--- src/hdl/gbn_pkg.sv ---
package gbn_pkg;

  // Ring and window sizes; the usable window never reaches the whole ring.
  localparam int SEQ_COUNT = 20;
  localparam int WINDOW    = 10;
  localparam int USE_WIN   = (WINDOW < SEQ_COUNT - 1) ? WINDOW : SEQ_COUNT - 1;

  // Field widths fixed by the channel definitions.
  localparam int CMD_W  = 2;
  localparam int ACK_W  = 8;
  localparam int SEQ_W  = 5;
  localparam int PKT_W  = 16;
  localparam int LANE_W = (USE_WIN > 1) ? $clog2(USE_WIN) : 1;

  // Request command codes.
  typedef enum logic [CMD_W-1:0] {
    CMD_START   = 2'd0,
    CMD_SEND    = 2'd1,
    CMD_ACK     = 2'd2,
    CMD_TIMEOUT = 2'd3
  } cmd_code_t;

  // Result kinds.
  typedef enum logic [1:0] {
    KIND_NONE = 2'd0,
    KIND_NEW  = 2'd1,
    KIND_RETX = 2'd2,
    KIND_DONE = 2'd3
  } kind_t;

  // One result item.
  typedef struct packed {
    kind_t            kind;
    logic [SEQ_W-1:0] seq_number;
    logic [PKT_W-1:0] packet_number;
    logic             final_packet;
    logic             last;
  } result_t;

  // Controller to datapath commands.
  typedef struct packed {
    logic accept;
    logic emit;
  } gbn_cmd_t;

  // Datapath to controller status.
  typedef struct packed {
    logic out_free;
    logic tmo_start;
    logic emit_last;
  } gbn_status_t;

endpackage

--- src/hdl/gbn_channels.sv ---
// Request channel into the sender window.
interface gbn_in_if;
  import gbn_pkg::*;
  logic             valid;
  logic             ready;
  logic [CMD_W-1:0] command;
  logic [ACK_W-1:0] ack_number;
  logic             ack_final;
  modport source (output valid, command, ack_number, ack_final, input ready);
  modport sink   (input valid, command, ack_number, ack_final, output ready);
endinterface

// Result channel out of the sender window.
interface gbn_out_if;
  import gbn_pkg::*;
  logic             valid;
  logic             ready;
  logic [1:0]       kind;
  logic [SEQ_W-1:0] seq_number;
  logic [PKT_W-1:0] packet_number;
  logic             final_packet;
  logic             last;
  modport source (output valid, kind, seq_number, packet_number, final_packet, last,
                  input ready);
  modport sink   (input valid, kind, seq_number, packet_number, final_packet, last,
                  output ready);
endinterface

// Configuration write channel carrying the packet count.
interface gbn_cfg_if;
  import gbn_pkg::*;
  logic             valid;
  logic             ready;
  logic [PKT_W-1:0] total_packets;
  modport source (output valid, total_packets, input ready);
  modport sink   (input valid, total_packets, output ready);
endinterface

--- src/hdl/gbn_datapath.sv ---
module gbn_datapath (
  input  logic                      clk,
  input  logic                      rst_n,
  input  gbn_pkg::gbn_cmd_t         ctrl,
  output gbn_pkg::gbn_status_t      st,
  input  logic [gbn_pkg::CMD_W-1:0] in_command,
  input  logic [gbn_pkg::ACK_W-1:0] in_ack_number,
  input  logic                      in_ack_final,
  input  logic                      cfg_we,
  input  logic [gbn_pkg::PKT_W-1:0] cfg_data,
  input  logic                      out_ready,
  output logic                      out_valid,
  output gbn_pkg::result_t          out_res
);
  import gbn_pkg::*;

  // Window state.
  logic [PKT_W-1:0]     total_r, total_nxt;
  logic [SEQ_W-1:0]     next_r, next_nxt;
  logic [SEQ_W-1:0]     base_r, base_nxt;
  logic [SEQ_COUNT-1:0] free_r, free_nxt;
  logic [PKT_W-1:0]     sent_r, sent_nxt;
  logic                 finished_r, finished_nxt;
  logic [USE_WIN-1:0]   mask_r, mask_nxt;
  logic                 out_valid_r, out_valid_nxt;
  result_t              out_res_r, out_res_nxt;

  // Decoded quantities.
  cmd_code_t            cmd;
  logic [SEQ_W-1:0]     outs;
  logic                 send_ok;
  logic [SEQ_W-1:0]     next_inc;
  logic [ACK_W-1:0]     ack_idx;
  logic [SEQ_W-1:0]     idx5;
  logic [SEQ_W-1:0]     ack_span;
  logic                 ack_ok;
  logic [SEQ_W-1:0]     base_ack;
  logic [SEQ_COUNT-1:0] free_ack;
  logic [SEQ_W-1:0]     off;
  logic [SEQ_W-1:0]     lane_slot [USE_WIN];
  logic [PKT_W-1:0]     lane_pkt  [USE_WIN];
  logic [SEQ_W:0]       lane_sum;
  logic [USE_WIN-1:0]   mask_calc;
  logic [LANE_W-1:0]    sel;
  logic                 emit_last;
  logic                 load_out;
  result_t              res;

  // True when the packet is the last of the transfer.
  function automatic logic is_final(input logic [PKT_W-1:0] pkt,
                                    input logic [PKT_W-1:0] total);
    logic [PKT_W:0] inc;
    inc = {1'b0, pkt} + (PKT_W+1)'(1);
    return inc == {1'b0, total};
  endfunction

  // Span, send and ack decoding.
  always_comb begin
    cmd      = cmd_code_t'(in_command);
    outs     = (next_r >= base_r) ? SEQ_W'(next_r - base_r)
                                  : SEQ_W'(next_r + SEQ_W'(SEQ_COUNT) - base_r);
    send_ok  = (outs < SEQ_W'(USE_WIN)) && free_r[next_r] && (sent_r < total_r);
    next_inc = (next_r == SEQ_W'(SEQ_COUNT - 1)) ? '0 : SEQ_W'(next_r + 1'b1);

    ack_idx  = in_ack_number - ACK_W'(1);
    idx5     = ack_idx[SEQ_W-1:0];
    ack_span = (idx5 >= base_r) ? SEQ_W'(idx5 - base_r)
                                : SEQ_W'(idx5 + SEQ_W'(SEQ_COUNT) - base_r);
    ack_ok   = (in_ack_number != '0) && (ack_idx < ACK_W'(SEQ_COUNT)) && (ack_span < outs);
    base_ack = (idx5 == SEQ_W'(SEQ_COUNT - 1)) ? '0 : SEQ_W'(idx5 + 1'b1);

    // Slots from the base up to the acked one are released together.
    free_ack = '0;
    off      = '0;
    for (int j = 0; j < SEQ_COUNT; j++) begin
      off = (SEQ_W'(j) >= base_r) ? SEQ_W'(SEQ_W'(j) - base_r)
                                  : SEQ_W'(SEQ_W'(j) + SEQ_W'(SEQ_COUNT) - base_r);
      free_ack[j] = (off <= ack_span);
    end
  end

  // Retransmission lanes, one per window position.
  always_comb begin
    lane_sum = '0;
    for (int i = 0; i < USE_WIN; i++) begin
      lane_sum     = {1'b0, base_r} + (SEQ_W+1)'(i);
      lane_slot[i] = (lane_sum >= (SEQ_W+1)'(SEQ_COUNT))
                     ? SEQ_W'(lane_sum - (SEQ_W+1)'(SEQ_COUNT)) : lane_sum[SEQ_W-1:0];
      lane_pkt[i]  = PKT_W'(sent_r - PKT_W'(outs) + PKT_W'(i));
      mask_calc[i] = (SEQ_W'(i) < outs) && !free_r[lane_slot[i]] && (lane_pkt[i] < total_r);
    end
  end

  // Lowest pending lane and whether it is the final one.
  always_comb begin
    sel = '0;
    for (int i = USE_WIN - 1; i >= 0; i--) begin
      if (mask_r[i]) begin
        sel = LANE_W'(i);
      end
    end
    emit_last = (mask_r & (mask_r - 1'b1)) == '0;
  end

  // Status back to the controller.
  always_comb begin
    st.out_free  = !out_valid_r || out_ready;
    st.tmo_start = (cmd == CMD_TIMEOUT) && !finished_r;
    st.emit_last = emit_last;
  end

  // Next state of the window and the result register.
  always_comb begin
    total_nxt    = total_r;
    next_nxt     = next_r;
    base_nxt     = base_r;
    free_nxt     = free_r;
    sent_nxt     = sent_r;
    finished_nxt = finished_r;
    mask_nxt     = mask_r;
    res          = '0;
    res.last     = 1'b1;

    if (cfg_we) begin
      total_nxt = cfg_data;
    end

    if (ctrl.accept) begin
      unique case (cmd)
        CMD_START: begin
          next_nxt     = '0;
          base_nxt     = '0;
          free_nxt     = '1;
          sent_nxt     = '0;
          finished_nxt = 1'b0;
        end
        CMD_SEND: begin
          if (!finished_r && send_ok) begin
            free_nxt[next_r]  = 1'b0;
            next_nxt          = next_inc;
            sent_nxt          = sent_r + PKT_W'(1);
            res.kind          = KIND_NEW;
            res.seq_number    = next_r;
            res.packet_number = sent_r;
            res.final_packet  = is_final(sent_r, total_r);
          end
        end
        CMD_ACK: begin
          if (!finished_r) begin
            if (in_ack_final) begin
              finished_nxt = 1'b1;
              res.kind     = KIND_DONE;
            end else if (ack_ok) begin
              free_nxt = free_r | free_ack;
              base_nxt = base_ack;
            end
          end
        end
        CMD_TIMEOUT: begin
          mask_nxt = mask_calc;
        end
        default: ;
      endcase
    end

    // One retransmission per emit step; an empty scan answers nothing sent.
    if (ctrl.emit) begin
      if (mask_r != '0) begin
        res.kind          = KIND_RETX;
        res.seq_number    = lane_slot[sel];
        res.packet_number = lane_pkt[sel];
        res.final_packet  = is_final(lane_pkt[sel], total_r);
        res.last          = emit_last;
      end
      mask_nxt = mask_r & (mask_r - 1'b1);
    end

    load_out      = (ctrl.accept && !st.tmo_start) || ctrl.emit;
    out_res_nxt   = load_out ? res : out_res_r;
    out_valid_nxt = load_out ? 1'b1 : (out_ready ? 1'b0 : out_valid_r);
  end

  // State registers.
  always_ff @(posedge clk) begin
    if (!rst_n) begin
      total_r     <= '0;
      next_r      <= '0;
      base_r      <= '0;
      free_r      <= '1;
      sent_r      <= '0;
      finished_r  <= 1'b0;
      mask_r      <= '0;
      out_valid_r <= 1'b0;
    end else begin
      total_r     <= total_nxt;
      next_r      <= next_nxt;
      base_r      <= base_nxt;
      free_r      <= free_nxt;
      sent_r      <= sent_nxt;
      finished_r  <= finished_nxt;
      mask_r      <= mask_nxt;
      out_valid_r <= out_valid_nxt;
    end
  end

  // Result payload register.
  always_ff @(posedge clk) begin
    out_res_r <= out_res_nxt;
  end

  assign out_valid = out_valid_r;
  assign out_res   = out_res_r;

`ifndef SYNTHESIS
  // The outstanding span never grows past the usable window.
  a_span_bound: assert property (@(posedge clk) disable iff (!rst_n)
    outs <= SEQ_W'(USE_WIN))
    else $error("outstanding span exceeds the window");

  // A valid result always names a slot of the ring.
  a_seq_range: assert property (@(posedge clk) disable iff (!rst_n)
    out_valid_r |-> (out_res_r.seq_number < SEQ_W'(SEQ_COUNT)))
    else $error("result slot outside the ring");
`endif

endmodule

--- src/hdl/gbn_ctrl.sv ---
module gbn_ctrl (
  input  logic                 clk,
  input  logic                 rst_n,
  input  logic                 in_valid,
  output logic                 in_ready,
  input  gbn_pkg::gbn_status_t st,
  output gbn_pkg::gbn_cmd_t    ctrl
);
  import gbn_pkg::*;

  typedef enum logic [1:0] {
    ST_IDLE = 2'b01,
    ST_EMIT = 2'b10
  } state_t;

  state_t state_r, state_nxt;

  // Requests are taken only in idle and when the result register can be loaded.
  always_comb begin
    in_ready    = (state_r == ST_IDLE) && st.out_free;
    ctrl.accept = in_ready && in_valid;
    ctrl.emit   = (state_r == ST_EMIT) && st.out_free;
  end

  // A timeout walks its pending lanes before the next request.
  always_comb begin
    state_nxt = state_r;
    unique case (state_r)
      ST_IDLE: begin
        if (ctrl.accept && st.tmo_start) begin
          state_nxt = ST_EMIT;
        end
      end
      ST_EMIT: begin
        if (ctrl.emit && st.emit_last) begin
          state_nxt = ST_IDLE;
        end
      end
      default: state_nxt = ST_IDLE;
    endcase
  end

  always_ff @(posedge clk) begin
    if (!rst_n) begin
      state_r <= ST_IDLE;
    end else begin
      state_r <= state_nxt;
    end
  end

`ifndef SYNTHESIS
  // Emits only happen when the result register is free.
  a_emit_free: assert property (@(posedge clk) disable iff (!rst_n)
    ctrl.emit |-> st.out_free)
    else $error("emit into a busy result register");

  // An accepted timeout always enters the emit walk.
  a_tmo_enter: assert property (@(posedge clk) disable iff (!rst_n)
    (ctrl.accept && st.tmo_start) |=> (state_r == ST_EMIT))
    else $error("timeout did not start the emit walk");

  // The final emit returns the controller to idle.
  a_emit_exit: assert property (@(posedge clk) disable iff (!rst_n)
    (ctrl.emit && st.emit_last) |=> (state_r == ST_IDLE))
    else $error("emit walk did not finish");
`endif

endmodule

--- src/hdl/go_back_n_send_window.sv ---
// Go-Back-N sender window over a ring of 20 sequence slots, window of 10.
// Requests arrive on in_if (command, ack_number, ack_final); results leave
// on out_if (kind, seq_number, packet_number, final_packet, last). The
// packet count is written through cfg_if, which is always ready; write it
// only while no request is in progress.
// Start, send and ack requests give one result each, which appears in the
// result register on the cycle after the request is taken.
// A timeout in a running transfer first captures the pending lanes, then
// one retransmission is issued per cycle while the result register is free,
// from the lowest window position upwards, with last on the final one; with
// no lane pending it gives a single empty result. Once the transfer is finished a
// timeout is answered like any other request.
// The result register is single; a new request is taken in the same cycle
// as the previous result leaves, so start, send and ack requests can stream
// at one per cycle while the receiver does not stall.
// When the receiver stalls, the result holds and no request is taken.
// Reset (rst_n low, synchronous) clears the window, marks every slot free,
// zeroes the packet count and empties the result register.
module go_back_n_send_window (
  input logic      clk,
  input logic      rst_n,
  gbn_in_if.sink   in_if,
  gbn_out_if.source out_if,
  gbn_cfg_if.sink  cfg_if
);
  import gbn_pkg::*;

  gbn_cmd_t    ctrl;
  gbn_status_t st;
  logic        in_ready;
  logic        out_valid;
  result_t     out_res;

  gbn_ctrl u_ctrl (
    .clk      (clk),
    .rst_n    (rst_n),
    .in_valid (in_if.valid),
    .in_ready (in_ready),
    .st       (st),
    .ctrl     (ctrl)
  );

  gbn_datapath u_datapath (
    .clk           (clk),
    .rst_n         (rst_n),
    .ctrl          (ctrl),
    .st            (st),
    .in_command    (in_if.command),
    .in_ack_number (in_if.ack_number),
    .in_ack_final  (in_if.ack_final),
    .cfg_we        (cfg_if.valid),
    .cfg_data      (cfg_if.total_packets),
    .out_ready     (out_if.ready),
    .out_valid     (out_valid),
    .out_res       (out_res)
  );

  // Channel wiring.
  assign in_if.ready          = in_ready;
  assign cfg_if.ready         = 1'b1;
  assign out_if.valid         = out_valid;
  assign out_if.kind          = out_res.kind;
  assign out_if.seq_number    = out_res.seq_number;
  assign out_if.packet_number = out_res.packet_number;
  assign out_if.final_packet  = out_res.final_packet;
  assign out_if.last          = out_res.last;

endmodule

--- src/flat_wrapper.sv ---
// flat-port wrapper written by rule: the top's interface ports become plain ports
module go_back_n_send_window_flat import gbn_pkg::*;
  (clk, rst_n, in_if_valid, in_if_command, in_if_ack_number, in_if_ack_final, in_if_ready, out_if_valid, out_if_kind, out_if_seq_number, out_if_packet_number, out_if_final_packet, out_if_last, out_if_ready, cfg_if_valid, cfg_if_total_packets, cfg_if_ready);
  gbn_in_if in_if_i ();
  gbn_out_if out_if_i ();
  gbn_cfg_if cfg_if_i ();
  input logic clk;
  input logic rst_n;
  input wire logic [$bits(in_if_i.valid)-1:0] in_if_valid;
  input wire logic [$bits(in_if_i.command)-1:0] in_if_command;
  input wire logic [$bits(in_if_i.ack_number)-1:0] in_if_ack_number;
  input wire logic [$bits(in_if_i.ack_final)-1:0] in_if_ack_final;
  output wire logic [$bits(in_if_i.ready)-1:0] in_if_ready;
  output wire logic [$bits(out_if_i.valid)-1:0] out_if_valid;
  output wire logic [$bits(out_if_i.kind)-1:0] out_if_kind;
  output wire logic [$bits(out_if_i.seq_number)-1:0] out_if_seq_number;
  output wire logic [$bits(out_if_i.packet_number)-1:0] out_if_packet_number;
  output wire logic [$bits(out_if_i.final_packet)-1:0] out_if_final_packet;
  output wire logic [$bits(out_if_i.last)-1:0] out_if_last;
  input wire logic [$bits(out_if_i.ready)-1:0] out_if_ready;
  input wire logic [$bits(cfg_if_i.valid)-1:0] cfg_if_valid;
  input wire logic [$bits(cfg_if_i.total_packets)-1:0] cfg_if_total_packets;
  output wire logic [$bits(cfg_if_i.ready)-1:0] cfg_if_ready;
  assign in_if_i.valid = in_if_valid;
  assign in_if_i.command = in_if_command;
  assign in_if_i.ack_number = in_if_ack_number;
  assign in_if_i.ack_final = in_if_ack_final;
  assign in_if_ready = in_if_i.ready;
  assign out_if_valid = out_if_i.valid;
  assign out_if_kind = out_if_i.kind;
  assign out_if_seq_number = out_if_i.seq_number;
  assign out_if_packet_number = out_if_i.packet_number;
  assign out_if_final_packet = out_if_i.final_packet;
  assign out_if_last = out_if_i.last;
  assign out_if_i.ready = out_if_ready;
  assign cfg_if_i.valid = cfg_if_valid;
  assign cfg_if_i.total_packets = cfg_if_total_packets;
  assign cfg_if_ready = cfg_if_i.ready;
  go_back_n_send_window u_core (.clk(clk), .rst_n(rst_n), .in_if(in_if_i), .out_if(out_if_i), .cfg_if(cfg_if_i));
endmodule
--- config.mk ---
export PLATFORM = sky130hd
export DESIGN_NAME = go_back_n_send_window_flat
export DESIGN_NICKNAME = d
export VERILOG_FILES = /design/src/hdl/gbn_pkg.sv /design/src/hdl/gbn_channels.sv /design/src/hdl/gbn_datapath.sv /design/src/hdl/gbn_ctrl.sv /design/src/hdl/go_back_n_send_window.sv /design/src/flat_wrapper.sv
export SDC_FILE = /design/constraint.sdc
export NUM_CORES = 1
export LEC_CHECK = 0
export ABC_AREA = 0
export BUFFER_PORTS_ARGS = -buffer_cell sky130_fd_sc_hd__buf_2
export CORE_ASPECT_RATIO = 1.25
export CORE_MARGIN = 5
export CORE_UTILIZATION = 49
export CTS_CLUSTER_SIZE = 10
export DETAILED_ROUTE_END_ITERATION = 8
export GPL_TIMING_DRIVEN = 0
export PLACE_DENSITY = 0.69
export SYNTH_ARGS = -nofsm -noshare
export SYNTH_HDL_FRONTEND = slang
export SYNTH_HIERARCHICAL = 1
export SYNTH_SLANG_ARGS = --single-unit
--- constraint.sdc ---
create_clock -name clk -period 23.6 [get_ports clk]
set_input_delay 1.18 -clock clk [delete_from_list [all_inputs] [get_ports clk]]
set_output_delay 1.18 -clock clk [all_outputs]
set_load 0.1 [all_outputs]
Yosys cells after proc, flatten, opt, wreduce, memory -nomap -nowiden
Index checks and enable logic that the tools add are counted.
{ "word_totals": {"regBits": 101, "input_bits": 32, "out_inout_bits": 28, "wordCells": 368} }
{ "classes": {"addsub": 74, "magnitude_cmp": 89, "n_eq_ne": 15, "n_mux": 106, "bitwise": 5, "reduce_logical": 65} }
{ "op_table": {"columns": ["op", "count"], "rows": [
  ["5-bit two-way mux", 40],
  ["16-bit < comparator", 11],
  ["5-bit less-or-equal comparator", 20],
  ["20-bit two-way mux", 4],
  ["5-bit subtractor, first input constant", 16],
  ["5-bit by 6-bit < comparator with 1-bit output, second input constant", 11],
  ["16-bit by 3-bit adder with 16-bit output, second input constant", 4],
  ["16-bit binary-select mux with 4-bit select", 1],
  ["20-bit one-hot mux with 3 select lines", 1],
  ["1-bit binary-select mux with 5-bit select", 11],
  ["6-bit by 5-bit >= comparator with 1-bit output, second input constant", 9],
  ["25-bit two-way mux", 2],
  ["5-bit subtractor, second input constant", 10],
  ["16-bit two-way mux", 3],
  ["4-bit by 5-bit >= comparator with 1-bit output, first input constant", 8],
  ["4-bit two-way mux", 10],
  ["4-bit by 5-bit subtractor with 5-bit output, first input constant", 8],
  ["16-bit by 1-bit adder with 17-bit output, second input constant", 2],
  ["17-bit by 16-bit == test with 1-bit output", 2],
  ["1-bit logical AND", 33],
  ["16-bit by 1-bit adder with 16-bit output, second input constant", 2],
  ["16-bit by 2-bit adder with 16-bit output, second input constant", 2],
  ["16-bit by 4-bit adder with 16-bit output, second input constant", 2],
  ["16-bit one-hot mux with 2 select lines", 1],
  ["60 further kinds", 141]
]} }

Logic depth before layout (Yosys ltp)
Gate-level depths: netlist of run 1.
{ "depth": {"word_depth": 18, "ltp_mapped": 36, "depth_no_buf": 30} }

By module
Netlist of run 1, hierarchy kept.
{ "by_module_without_submodules": {"columns": ["mod", "instances", "cells_each", "area_per_inst_um2", "seq_area_each_um2"], "rows": [
  ["gbn_datapath", 1, 2538, 19598.8, 2232.1],
  ["gbn_ctrl", 1, 9, 107.6, 40.0],
  ["go_back_n_send_window", 1, 2, 11.3, 0.0]
]} }

Least setup slack after synthesis of run 1
No wires, ideal clock.
{ "synth_timing": {"path_type": "register -> register", "from": "register u_core.u_datapath.base_r[1]", "to": "register u_core.u_datapath.out_res_r, in the netlist u_core/u_datapath/out_res[1] (data pin)", "setup_ns": 0.255, "t_arrival_ns": 7.900, "required_ns": 23.345, "path_slack_ns": 15.444, "stages_incl_launch_ff": 33, "n_path_buf": 6, "synth_period_minus_slack_ns": 8.156, "cell_sequence": "dfxtp_1 -> clkbuf_1 -> clkbuf_1 -> inv_1 -> ha_1 -> fa_1 -> nor2b_1 -> o21a_1 -> nor2_1 -> o21ai_0 -> ha_1 -> buf_2 -> nor2_1 -> mux2i_1 -> o311ai_0 -> nor3_1 -> inv_1 -> buf_1 -> ha_1 -> clkbuf_1 -> and2_1 -> clkbuf_1 -> mux2i_1 -> a2bb2oi_1 -> nor2_1 -> or4_1 -> a2111o_1 -> nor3b_1 -> nand3_1 -> or4_4 -> xnor2_1 -> and3_1 -> a31o_1"} }
{ "synth_rtl": {"columns": ["element", "line_no", "source"], "rows": [
  ["start: declaration", "gbn_datapath.sv:20", "logic [SEQ_W-1:0] base_r, base_nxt;"],
  ["start signal: assignment", "gbn_datapath.sv:197", "base_r <= base_nxt;"],
  ["end signal: assignment", "gbn_datapath.sv:208", "out_res_r <= out_res_nxt;"],
  ["end: declaration", "gbn_datapath.sv:26", "result_t out_res_r, out_res_nxt;"]
]} }

==> results.md, run 1 <==
* Register-to-register setup slack at 11.27 ns
* Post-CTS Resized at 0
* # IOs at 60
* PortBufs at 57
* Met2 Use GR at 62.0%
* Final Skew at 0.0134 ns
* Die Y at 234 µm
* Crit. End Element: flop
* Hold Crit Depth at 2
* Register area share after synthesis at 11.5%
* Largest net degree at the start of global routing at 26
* WP data required at 23.71 ns
* Synth Warn # at 6
* Area leader, netlist: ha_1
* Initial DRC Count at 1,892
* P&R area growth vs syn at 6.28%
* Worst VDD drop at 0.0277 mV
* Overall via count from detail_route at 20,600
* Max incr delay on CP at 0.87 ns
* Total die area at 44,400 µm²
* Most common cell in the netlist: ha_1
* CTS tree: built
* Post-DP HPWL at 65.5 mm
* PwrDens at 60.7 nW/µm²
* R2r endpoint: u_core/u_datapath/out_res[1]$_DFFE_PP_
* Via density at 6.60
* Setup crit start kind: flop
* Post-route DRC violation count at 0
* GR Overflow Total at 0
* Status: completed
* Crit path DAT at 12.44 ns
* Yosys cell types at 105
* First-pass GRT wire length at 121 mm
* Worst Max-Slew Pin Slew at 1.42 ns
* Hold Path Sink: u_core/u_datapath/total_r[5]$_SDFFE_PN0P_
* #FFs+latches synth at 101
* Post-Route WL at 80.9 mm
* Final setup violation count at 0
* Final cell count without fillers at 3,127
* Fmax at 0.0811 GHz
* Diode count at 0
* Synth top area share at 19.5%
* Final-report hold violation count at 0
* Fill cells at 3,945
* Max stage delay cell, worst path: o21ai_1
* GRT busiest layer: met2
* Worst r2r src: u_core/u_datapath/base_r[1]$_SDFFE_PN0P_
* Placed insts at 3,111
* CTS Buf Count at 9
* Routed WL per cell at 25.9 µm
* CTS Root Cell: clkbuf_16
* Tot GR Track Use at 35.2%
* Clock Path Buffers at 2
* First-pass DRT Iterations at 6
* Ys flop type: dfxtp_1
* Met1 Use GR at 39.2%
* Final worst path period share at 52.2%
* # hold bufs at CTS at 0
* Starting Density at 49.4%
* Min Hold Slack at 0.508 ns
* Largest cells by area after synthesis: ha_1, xnor2_1, dfxtp_1
* Fin crit period at 12.33 ns
* Initial antenna violation count at 0
* Num rows at 82
* Routed Antenna Nets at 0
* H-tree depth at 3
* Hold Startpoint: u_core/u_datapath/total_r[5]$_SDFFE_PN0P_
* Synth Instances at 2,549
* LEAKAGE at 8.50 nW
* Number of synthesized flops with an enable pin at 25
* Fin area at 21,000 µm²
* CP dominant cell by count: nor2_1
* Clk slew on worst S/H paths at 0.08 ns
* Syn avg cell area at 7.74 µm²
* Vias in the first global route at 20,100
* Netlist Area Pre-Place at 19,700 µm²
* Latest clock arrival within the worst-skew pair at 0.37 ns
* Share of cells above drive strength 1 at 7.43%
* Slew Limit Headroom at 4.61%
* Unrepaired setup endpoints after global routing: false
* Setup CP Type: flop to flop
* Postcts setup bufs at 0
* Fin Setup TNS at 0 ns
* Die W at 189 µm
* Routing usage on met3 at 3.62%
* Crit path max fanout at 12
* Maxcap violations at 0
* Core area at 39,900 µm²
* FF-to-FF path depth at 32
* Syn nets at 2,898
* Top post-synthesis cells by count: ha_1, xnor2_1, nand2_1, nor2_1, a21oi_1
* Hold Crit Class: flop to flop
* Post-synth ARST share at 0%
* Final GP Congestion at 1.01
* Sink Count at 101
* Cell area after placement at 20,700 µm²
* Fin nets at 2,967
* Max-slew violations at 0
==> layer usage <==
| layer | wire length (µm) | part of all wire, % | vias up |
|---|---|---|---|
| li1 | - | - | 9498 |
| met1 | 30000 | 37 | 9819 |
| met2 | 38500 | 48 | 1002 |
| met3 | 4850 | 6.0 | 308 |
| met4 | 7520 | 9.3 | 0 |
| met5 | 0 | 0 | - |
==> critical path, delay by kind of cell, from the launching register on <==
kind                     cells  cell delay [ns]
adder cells (fa/ha/maj)      4             1.62
flip-flops                   1             0.73
AND/OR/NAND/NOR             11             3.32
XOR/XNOR                     1             0.13
buffers and inverters        8             3.21
multiplexers                 2             0.58
AO/OA/AOI/OAI                6             2.44
==> logic make-up after synthesis <==
logic type,Yosys count,share of synthesized area (%)
other cells,1,0.0190
flops,101,11.5
buf+inv,259,5.16
mux,96,7.37
fa+ha+maj,318,20.5
simple gates,784,18.9
compound gates,735,25.1
xor+xnor,255,11.3
==> registers in the layout (all words and copies together) (netlist names) <==
register                      cells
u_core/u_datapath/out_res        25
u_core/u_datapath/free_r         20
u_core/u_datapath/out_valid       1
u_core/u_datapath/finished_r      1
u_core/u_datapath/total_r        16
u_core/u_ctrl/state_r             2
u_core/u_datapath/mask_r         10
u_core/u_datapath/base_r          5
u_core/u_datapath/next_r          5
u_core/u_datapath/sent_r         16
==> per-stage QoR <==
| step | total power, mW | setup slack (ns) | utilization, % |
|---|---|---|---|
| 6_report | 1.27 | 11.27 | 52.5 |
| 5_1_grt | 1.36 | 11.04 | 52.5 |
| 4_1_cts | 1.26 | 11.60 | 52.5 |
| 3_5_place_dp | 1.10 | 11.66 | 51.7 |
| 3_3_place_gp | 1.07 | 11.34 | 51.7 |
| 2_1_floorplan | 0.834 | 15.44 | - |
==> worst max path at each step <==
stage / from / endpoint / slack (ns) / cells past startpoint
after detailed placement: u_core/u_datapath/base_r[1]$_SDFFE_PN0P_ / u_core/u_datapath/out_res[1]$_DFFE_PP_ / 11.66 / 32
after floorplan: u_core/u_datapath/base_r[1]$_SDFFE_PN0P_ / u_core/u_datapath/out_res[1]$_DFFE_PP_ / 15.44 / 32
after CTS: u_core/u_datapath/base_r[1]$_SDFFE_PN0P_ / u_core/u_datapath/out_res[1]$_DFFE_PP_ / 11.60 / 32
final: u_core/u_datapath/base_r[1]$_SDFFE_PN0P_ / u_core/u_datapath/out_res[1]$_DFFE_PP_ / 11.27 / 32
after global placement: u_core/u_datapath/base_r[1]$_SDFFE_PN0P_ / u_core/u_datapath/out_res[1]$_DFFE_PP_ / 11.34 / 32
after global routing: u_core/u_datapath/base_r[1]$_SDFFE_PN0P_ / u_core/u_datapath/out_res[1]$_DFFE_PP_ / 11.04 / 32
==> where the power goes <==
part	total, mW	switching, mW	internal, mW
Clock	0.151	0.0764	0.0749
Combinational	0.926	0.580	0.346
Sequential	0.194	0.00972	0.185
==> placed cells by master (no fill, tap or decap), types with 19 or more instances in the layout <==
cell type    n
a21o_1     113
mux2i_1     45
a211oi_1    24
nand2_1    225
inv_1      106
dfxtp_1     76
nor2b_1     30
nand3_1     94
a21oi_1    177
nand4_1     29
buf_2       72
a31oi_1     31
edfxtp_1    25
a221o_1     20
mux4_2      38
nor3_1      68
o31ai_1     30
xnor2_1    227
buf_1       21
o211ai_1    34
o21a_1      19
ha_1       307
nor2_1     209
xor2_1      28
o21ai_0    142
and3_1      20
clkbuf_1    96
nand2b_1    26
==> area by class of cell <==
cell class | instances | area (µm²) | share of cell area, %
clock inverters | 7 | 77.6 | 0.370
multi-input cells | 2189 | 16400 | 78.4
well taps | 504 | 631 | 3.01
inverters | 122 | 458 | 2.19
clock buffers | 9 | 225 | 1.07
repair buffers | 58 | 300 | 1.43
plain buffers | 137 | 559 | 2.67
flip-flops and latches | 101 | 2270 | 10.8
Note: power is estimated with default switching activity, not from simulation.
==> run 2, diff against run 1 <==
Clock period 23.6 ns to 11.61 ns, I/O delays scaled along.
==> results.md, run 2 (same netlist as run 1, synthesis figures left out) <==
* Status: completed
* Core area at 39,900 µm² (unchanged)
* Commonest non-fill, non-tap cell in the layout: ha_1
* Slew Limit Headroom at 4.64% (+0.039 points)
* Share of cells above drive strength 1 at 7.70% (+0.26 points)
* First-pass GRT wire length at 121 mm (about the same)
* P&R area growth vs syn at 6.41%
* First-pass DRT Iterations at 5 (-1)
* PortBufs at 57 (unchanged)
* Vias in the first global route at 20,100 (+0.010%)
* Max stage delay cell, worst path: clkbuf_1
* Total die area at 44,400 µm² (unchanged)
* Multi-input gate area at 16,400 µm² (about the same)
* CTS tree: built
* Latest clock arrival within the worst-skew pair at 0.37 ns (about the same)
* Most frequent cells in the layout: ha_1, xnor2_1, nand2_1
* Via density at 6.58 (-0.21%)
* # IOs at 60 (unchanged)
* Setup crit start kind: flop
* Crit path max fanout at 16 (+4)
* Worst VDD drop at 0.0560 mV (+100%)
* Post-Place Setup Slack at -0.335 ns (-11.99 ns)
* H-tree depth at 3 (unchanged)
* Post-Route WL at 81.0 mm (+0.12%)
* Final setup violation count at 0 (unchanged)
* Clock power frac at 11.9% (about the same)
* Crit path DAT at 11.37 ns (-1.07 ns)
* CTS Buf Count at 9 (unchanged)
* Diode count at 0 (unchanged)
* CTS Root Cell: clkbuf_16
* Final-report hold violation count at 0 (unchanged)
* Initial DRC Count at 1,833 (-3.1%)
* GR Overflow Total at 0 (unchanged)
* Routed Antenna Nets at 0 (unchanged)
* # hold bufs at CTS at 0 (unchanged)
* Die W at 189 µm (unchanged)
* Setup slack after layout at 0.352 ns (-10.92 ns)
* WP data required at 11.72 ns (-11.99 ns)
* Maxcap violations at 0 (unchanged)
* Switching power at 1.35 mW (+100%)
* Max incr delay on CP at 0.98 ns (+0.11 ns)
* Internal power at 1.23 mW (+100%)
* Fin crit period at 11.26 ns (-1.07 ns)
* Part of the power in combinational logic at 72.8% (about the same)
* Fill cells at 3,939 (-0.15%)
* Share of total power in sequential cells at 15.3% (about the same)
* Final Skew at 0.0151 ns (+0.00174 ns)
* PwrDens at 123 nW/µm² (+100%)
* Post-layout util at 52.6% (+0.066 points)
* Final worst path period share at 97.0% (+45 points)
* Sink Count at 101 (unchanged)
* Post-DP HPWL at 65.5 mm (unchanged)
* Unrepaired setup endpoints after global routing: false
* Tot GR Track Use at 35.3% (+0.038 points)
* Fmax at 0.0888 GHz (+9.5%)
* Overall via count from detail_route at 20,600 (-0.17%)
* Routed WL per cell at 25.9 µm (about the same)
* Fin nets at 2,968 (+0.034%)
* Hold Crit Class: primary input to flop
* Worst Max-Slew Pin Slew at 1.42 ns (-0.000580 ns)
* Final GP Congestion at 1.01 (unchanged)
* Clk slew on worst S/H paths at 0.08 ns (about the same)
* Register-to-register setup slack at 0.35 ns (-10.92 ns)
* Max-slew violations at 0 (unchanged)
* Register cell area after layout at 2270 µm² (unchanged)
* Initial antenna violation count at 0 (unchanged)
* Die Y at 234 µm (unchanged)
* LEAKAGE at 8.51 nW (+0.18%)
* Post-route DRC violation count at 0 (unchanged)
* Clock Path Buffers at 2 (unchanged)
* Largest net degree at the start of global routing at 26 (unchanged)
* CP dominant cell by count: nor2_1
* Max FFs per register at 25 (unchanged)
* Sw frac at 52.4% (about the same)
* Starting Density at 49.4% (unchanged)
* Crit. End Element: flop
* Num rows at 82 (unchanged)
* Setup CP Type: flop to flop
-- run 2: final timing paths --
| kind | startpoint | end | cells past startpoint |
|---|---|---|---|
| worst max-delay path | u_core/u_datapath/base_r[3]$_SDFFE_PN0P_ | u_core/u_datapath/out_res[1]$_DFFE_PP_ | 32 |
| worst min-delay path | cfg_if_total_packets[1] | u_core/u_datapath/total_r[1]$_SDFFE_PN0P_ | 3 |
| worst max register to register | u_core/u_datapath/base_r[3]$_SDFFE_PN0P_ | u_core/u_datapath/out_res[1]$_DFFE_PP_ | 32 |
| worst min register to register | u_core/u_datapath/total_r[5]$_SDFFE_PN0P_ | u_core/u_datapath/total_r[5]$_SDFFE_PN0P_ | 2 |
-- run 2: critical path: cells and delay by family (launching register included) --
| kind | cells | cell delay, ns |
|---|---|---|
| DFF | 1 | 0.47 |
| xor gates and xnor gates | 1 | 0.13 |
| AOI/OAI and AO/OA | 7 | 2.27 |
| muxes | 1 | 0.28 |
| adders and majority gates | 4 | 1.35 |
| buffers and inverters | 9 | 3.52 |
| and+or+nand+nor | 10 | 2.93 |
-- run 2: through the flow --
step	cell area, µm²	power (mW)	TNS [ns]	hold slack, ns	cells
after detailed placement	20700	2.24	-0.335	0.490	3111
after floorplan	19700	1.70	0	0.460	2549
after CTS	21000	2.55	0	0.440	3128
after global placement	20600	2.18	-0.651	0.483	3110
final	21000	2.59	0	0.450	3128
after global routing	21000	2.77	0	0.451	3128
-- run 2: layer usage --
layer | up-vias | GRT usage (%) | routed length [µm]
li1 | 9501 | - | -
met1 | 9758 | 39.3 | 30100
met2 | 1009 | 61.8 | 38500
met3 | 323 | 3.72 | 4910
met4 | 0 | 27.0 | 7500
met5 | - | 0 | 0
-- run 2: repair_timing --
item / 4_1_cts / 5_1_grt
pin swaps: 0 / 0
setup buffers: 1 / 0
endpoints found under the setup margin: 1 / 1
gates resized for setup: 4 / 5
-- run 2: cell type report --
type / count / area share, %
multi-input combinational: 2189 / 78.4
buffer: 137 / 2.68
tap: 504 / 3.01
sequential: 101 / 10.8
clock inverter: 7 / 0.370
inverter: 122 / 2.20
clock buffer: 9 / 1.07
timing repair buffer: 59 / 1.47
-- run 2: power groups by stage --
stage               clock network, mW  logic (mW)  registers, mW
floorplan                           0        1.26          0.432
global placement                    0        1.78          0.402
detailed placement                  0        1.83          0.403
CTS                             0.313        1.85          0.394
global route                    0.327        2.04          0.397
finish                          0.308        1.88          0.395
==> run 3, diff against run 2 <==
Settings changed: MAX_ROUTING_LAYER from default to met4.
==> results.md, run 3 (same netlist as run 1, synthesis figures left out) <==
* Fin Setup TNS at 0 ns (unchanged)
* Crit path DAT at 11.27 ns (-0.10 ns)
* CTS Root Cell: clkbuf_16
* Num rows at 82 (unchanged)
* Tot Pwr at 2.58 mW (-0.19%)
* GR Overflow Total at 0 (unchanged)
* Core area at 39,900 µm² (unchanged)
* Slew Limit Headroom at 8.20% (+3.6 points)
* Post-route DRC violation count at 0 (unchanged)
* Max stage delay cell, worst path: dfxtp_1
* Final GP Congestion at 1.08 (+6.0%)
* WP data required at 11.72 ns (about the same)
* PwrDens at 123 nW/µm² (about the same)
* Sink Count at 101 (unchanged)
* Cell count along the critical path at 31 (-3.1%)
* Clk slew on worst S/H paths at 0.08 ns (about the same)
* Setup CP Type: flop to flop
* Postcts setup bufs at 0 (-1)
* Unrepaired setup endpoints after global routing: false
* Starting Density at 49.4% (unchanged)
* LEAKAGE at 8.50 nW (about the same)
* Hold Crit Class: primary input to flop
* Via density at 6.55 (-0.46%)
* Fill cells at 3,977 (+0.96%)
* Fin crit period at 11.17 ns (-0.0925 ns)
* Total die area at 44,400 µm² (unchanged)
* CP startpoint: u_core/u_datapath/base_r[3]$_SDFFE_PN0P_
* Post-DP HPWL at 68.2 mm (+4.1%)
* Maxcap violations at 0 (unchanged)
* Die Y at 234 µm (unchanged)
* Tot GR Track Use at 37.8% (+2.5 points)
* Min Hold Slack at 0.457 ns (+0.00710 ns)
* Overall via count from detail_route at 20,500 (-0.52%)
* Diode count at 0 (unchanged)
* Register cell area after layout at 2270 µm² (about the same)
* Worst Max-Slew Pin Slew at 1.37 ns (-0.0489 ns)
* Share of cells above drive strength 1 at 7.63% (-0.070 points)
* Most frequent cells in the layout: ha_1, xnor2_1, nand2_1
* Final worst path period share at 96.2% (-0.80 points)
* Crit path max fanout at 18 (+2)
* Worst VDD drop at 0.0608 mV (+8.6%)
* Initial DRC Count at 1,829 (-0.22%)
* First-pass DRT Iterations at 7 (+2)
* Clock Path Buffers at 2 (unchanged)
* Worst r2r src: u_core/u_datapath/base_r[3]$_SDFFE_PN0P_
* FF-to-FF path depth at 31 (-3.1%)
* Setup slack after layout at 0.444 ns (+0.0925 ns)
* Register-to-register setup slack at 0.44 ns (+0.09 ns)
* Die W at 189 µm (unchanged)
* P&R area growth vs syn at 6.28%
* Post-Route WL at 83.6 mm (+3.3%)
* Placed insts at 3,112 (+0.032%)
* Fmax at 0.0896 GHz (+0.83%)
* Routed Antenna Nets at 0 (unchanged)
* Largest net degree at the start of global routing at 26 (unchanged)
* Commonest non-fill, non-tap cell in the layout: ha_1
* H-tree depth at 3 (unchanged)
* Final cell count without fillers at 3,126 (-0.064%)
* R2r endpoint: u_core/u_datapath/out_res[1]$_DFFE_PP_
* Final Skew at 0.0147 ns (-0.000414 ns)
* Max-slew violations at 0 (unchanged)
* CTS Buf Count at 9 (unchanged)
* Final-report hold violation count at 0 (unchanged)
* # hold bufs at CTS at 0 (unchanged)
* CP dominant cell by count: nor2_1
* CP top delay family: simple AND/OR/NAND/NOR gates
* Routed WL per cell at 26.8 µm (+3.3%)
* Final setup violation count at 0 (unchanged)
* Initial antenna violation count at 0 (unchanged)
* Fin nets at 2,966 (-0.067%)
* Setup crit start kind: flop
* Vias in the first global route at 19,900 (-0.91%)
* Crit. End Element: flop
* First-pass GRT wire length at 124 mm (+3.0%)
* Status: completed
* Max incr delay on CP at 0.63 ns (-0.35 ns)
* CTS tree: built
* Latest clock arrival within the worst-skew pair at 0.37 ns (about the same)
* Max FFs per register at 25 (unchanged)
* Worst path bufs/invs at 8 (-1)
* PortBufs at 57 (unchanged)
* Worst Setup EP: u_core/u_datapath/out_res[1]$_DFFE_PP_
* # IOs at 60 (unchanged)
* Post-Place Setup Slack at -0.423 ns (-0.0884 ns)
* Multi-input gate area at 16,400 µm² (about the same)
-- run 3: report_power, final --
part | total [mW] | leakage [nW] | switching (mW) | internal [mW]
registers | 0.396 | 0.864 | 0.0204 | 0.376
clock network | 0.299 | 0.137 | 0.149 | 0.150
logic | 1.89 | 7.50 | 1.18 | 0.705
total | 2.58 | 8.50 | 1.35 | 1.23
-- run 3: per-stage QoR --
stage | util [%] | area, µm²
detailed placement | 51.8 | 20700
global placement | 51.7 | 20600
global route | 52.5 | 21000
CTS | 52.5 | 21000
floorplan | - | 19700
finish | 52.5 | 21000
-- run 3: cell type report --
class                      count  share of cell area, %
multi-input combinational   2189                   78.5
inverter                     122                   2.19
clock inverter                 6                  0.263
tap                          504                   3.01
timing repair buffer          59                   1.47
sequential                   101                   10.8
buffer                       135                   2.65
clock buffer                  10                   1.09
-- run 3: layer usage --
| layer | GRT usage, % | vias up | share of wire (%) |
|---|---|---|---|
| met4 | 27.6 | 0 | 9.3 |
| met2 | 64.8 | 967 | 48 |
| met5 | - | - | 0 |
| met3 | 3.98 | 349 | 5.5 |
| met1 | 40.7 | 9674 | 37 |
| li1 | - | 9494 | - |
-- run 3: worst min path at each step --
stage	start	to	cells past startpoint
2_1_floorplan	u_core/u_datapath/total_r[5]$_SDFFE_PN0P_	u_core/u_datapath/total_r[5]$_SDFFE_PN0P_	2
3_3_place_gp	u_core/u_datapath/total_r[5]$_SDFFE_PN0P_	u_core/u_datapath/total_r[5]$_SDFFE_PN0P_	2
3_5_place_dp	u_core/u_datapath/total_r[5]$_SDFFE_PN0P_	u_core/u_datapath/total_r[5]$_SDFFE_PN0P_	2
4_1_cts	cfg_if_total_packets[4]	u_core/u_datapath/total_r[4]$_SDFFE_PN0P_	3
5_1_grt	rst_n	u_core/u_ctrl/state_r[0]$_SDFFE_PN1P_	2
6_report	rst_n	u_core/u_ctrl/state_r[0]$_SDFFE_PN1P_	2
-- run 3: what timing repair did --
action,in CTS,in global routing
endpoints found under the setup margin,1,1
gates resized for setup,3,5
endpoints found under the hold margin,0,0
-- run 3: worst register-to-register path: cells and delay by family, from the launching register on --
family,cells,cell delay (ns)
mux,2,0.61
fa+ha+maj,4,1.37
simple gates,10,3.13
compound gates,6,2.30
flops,1,0.63
xor+xnor,1,0.13
buf+inv,8,2.79
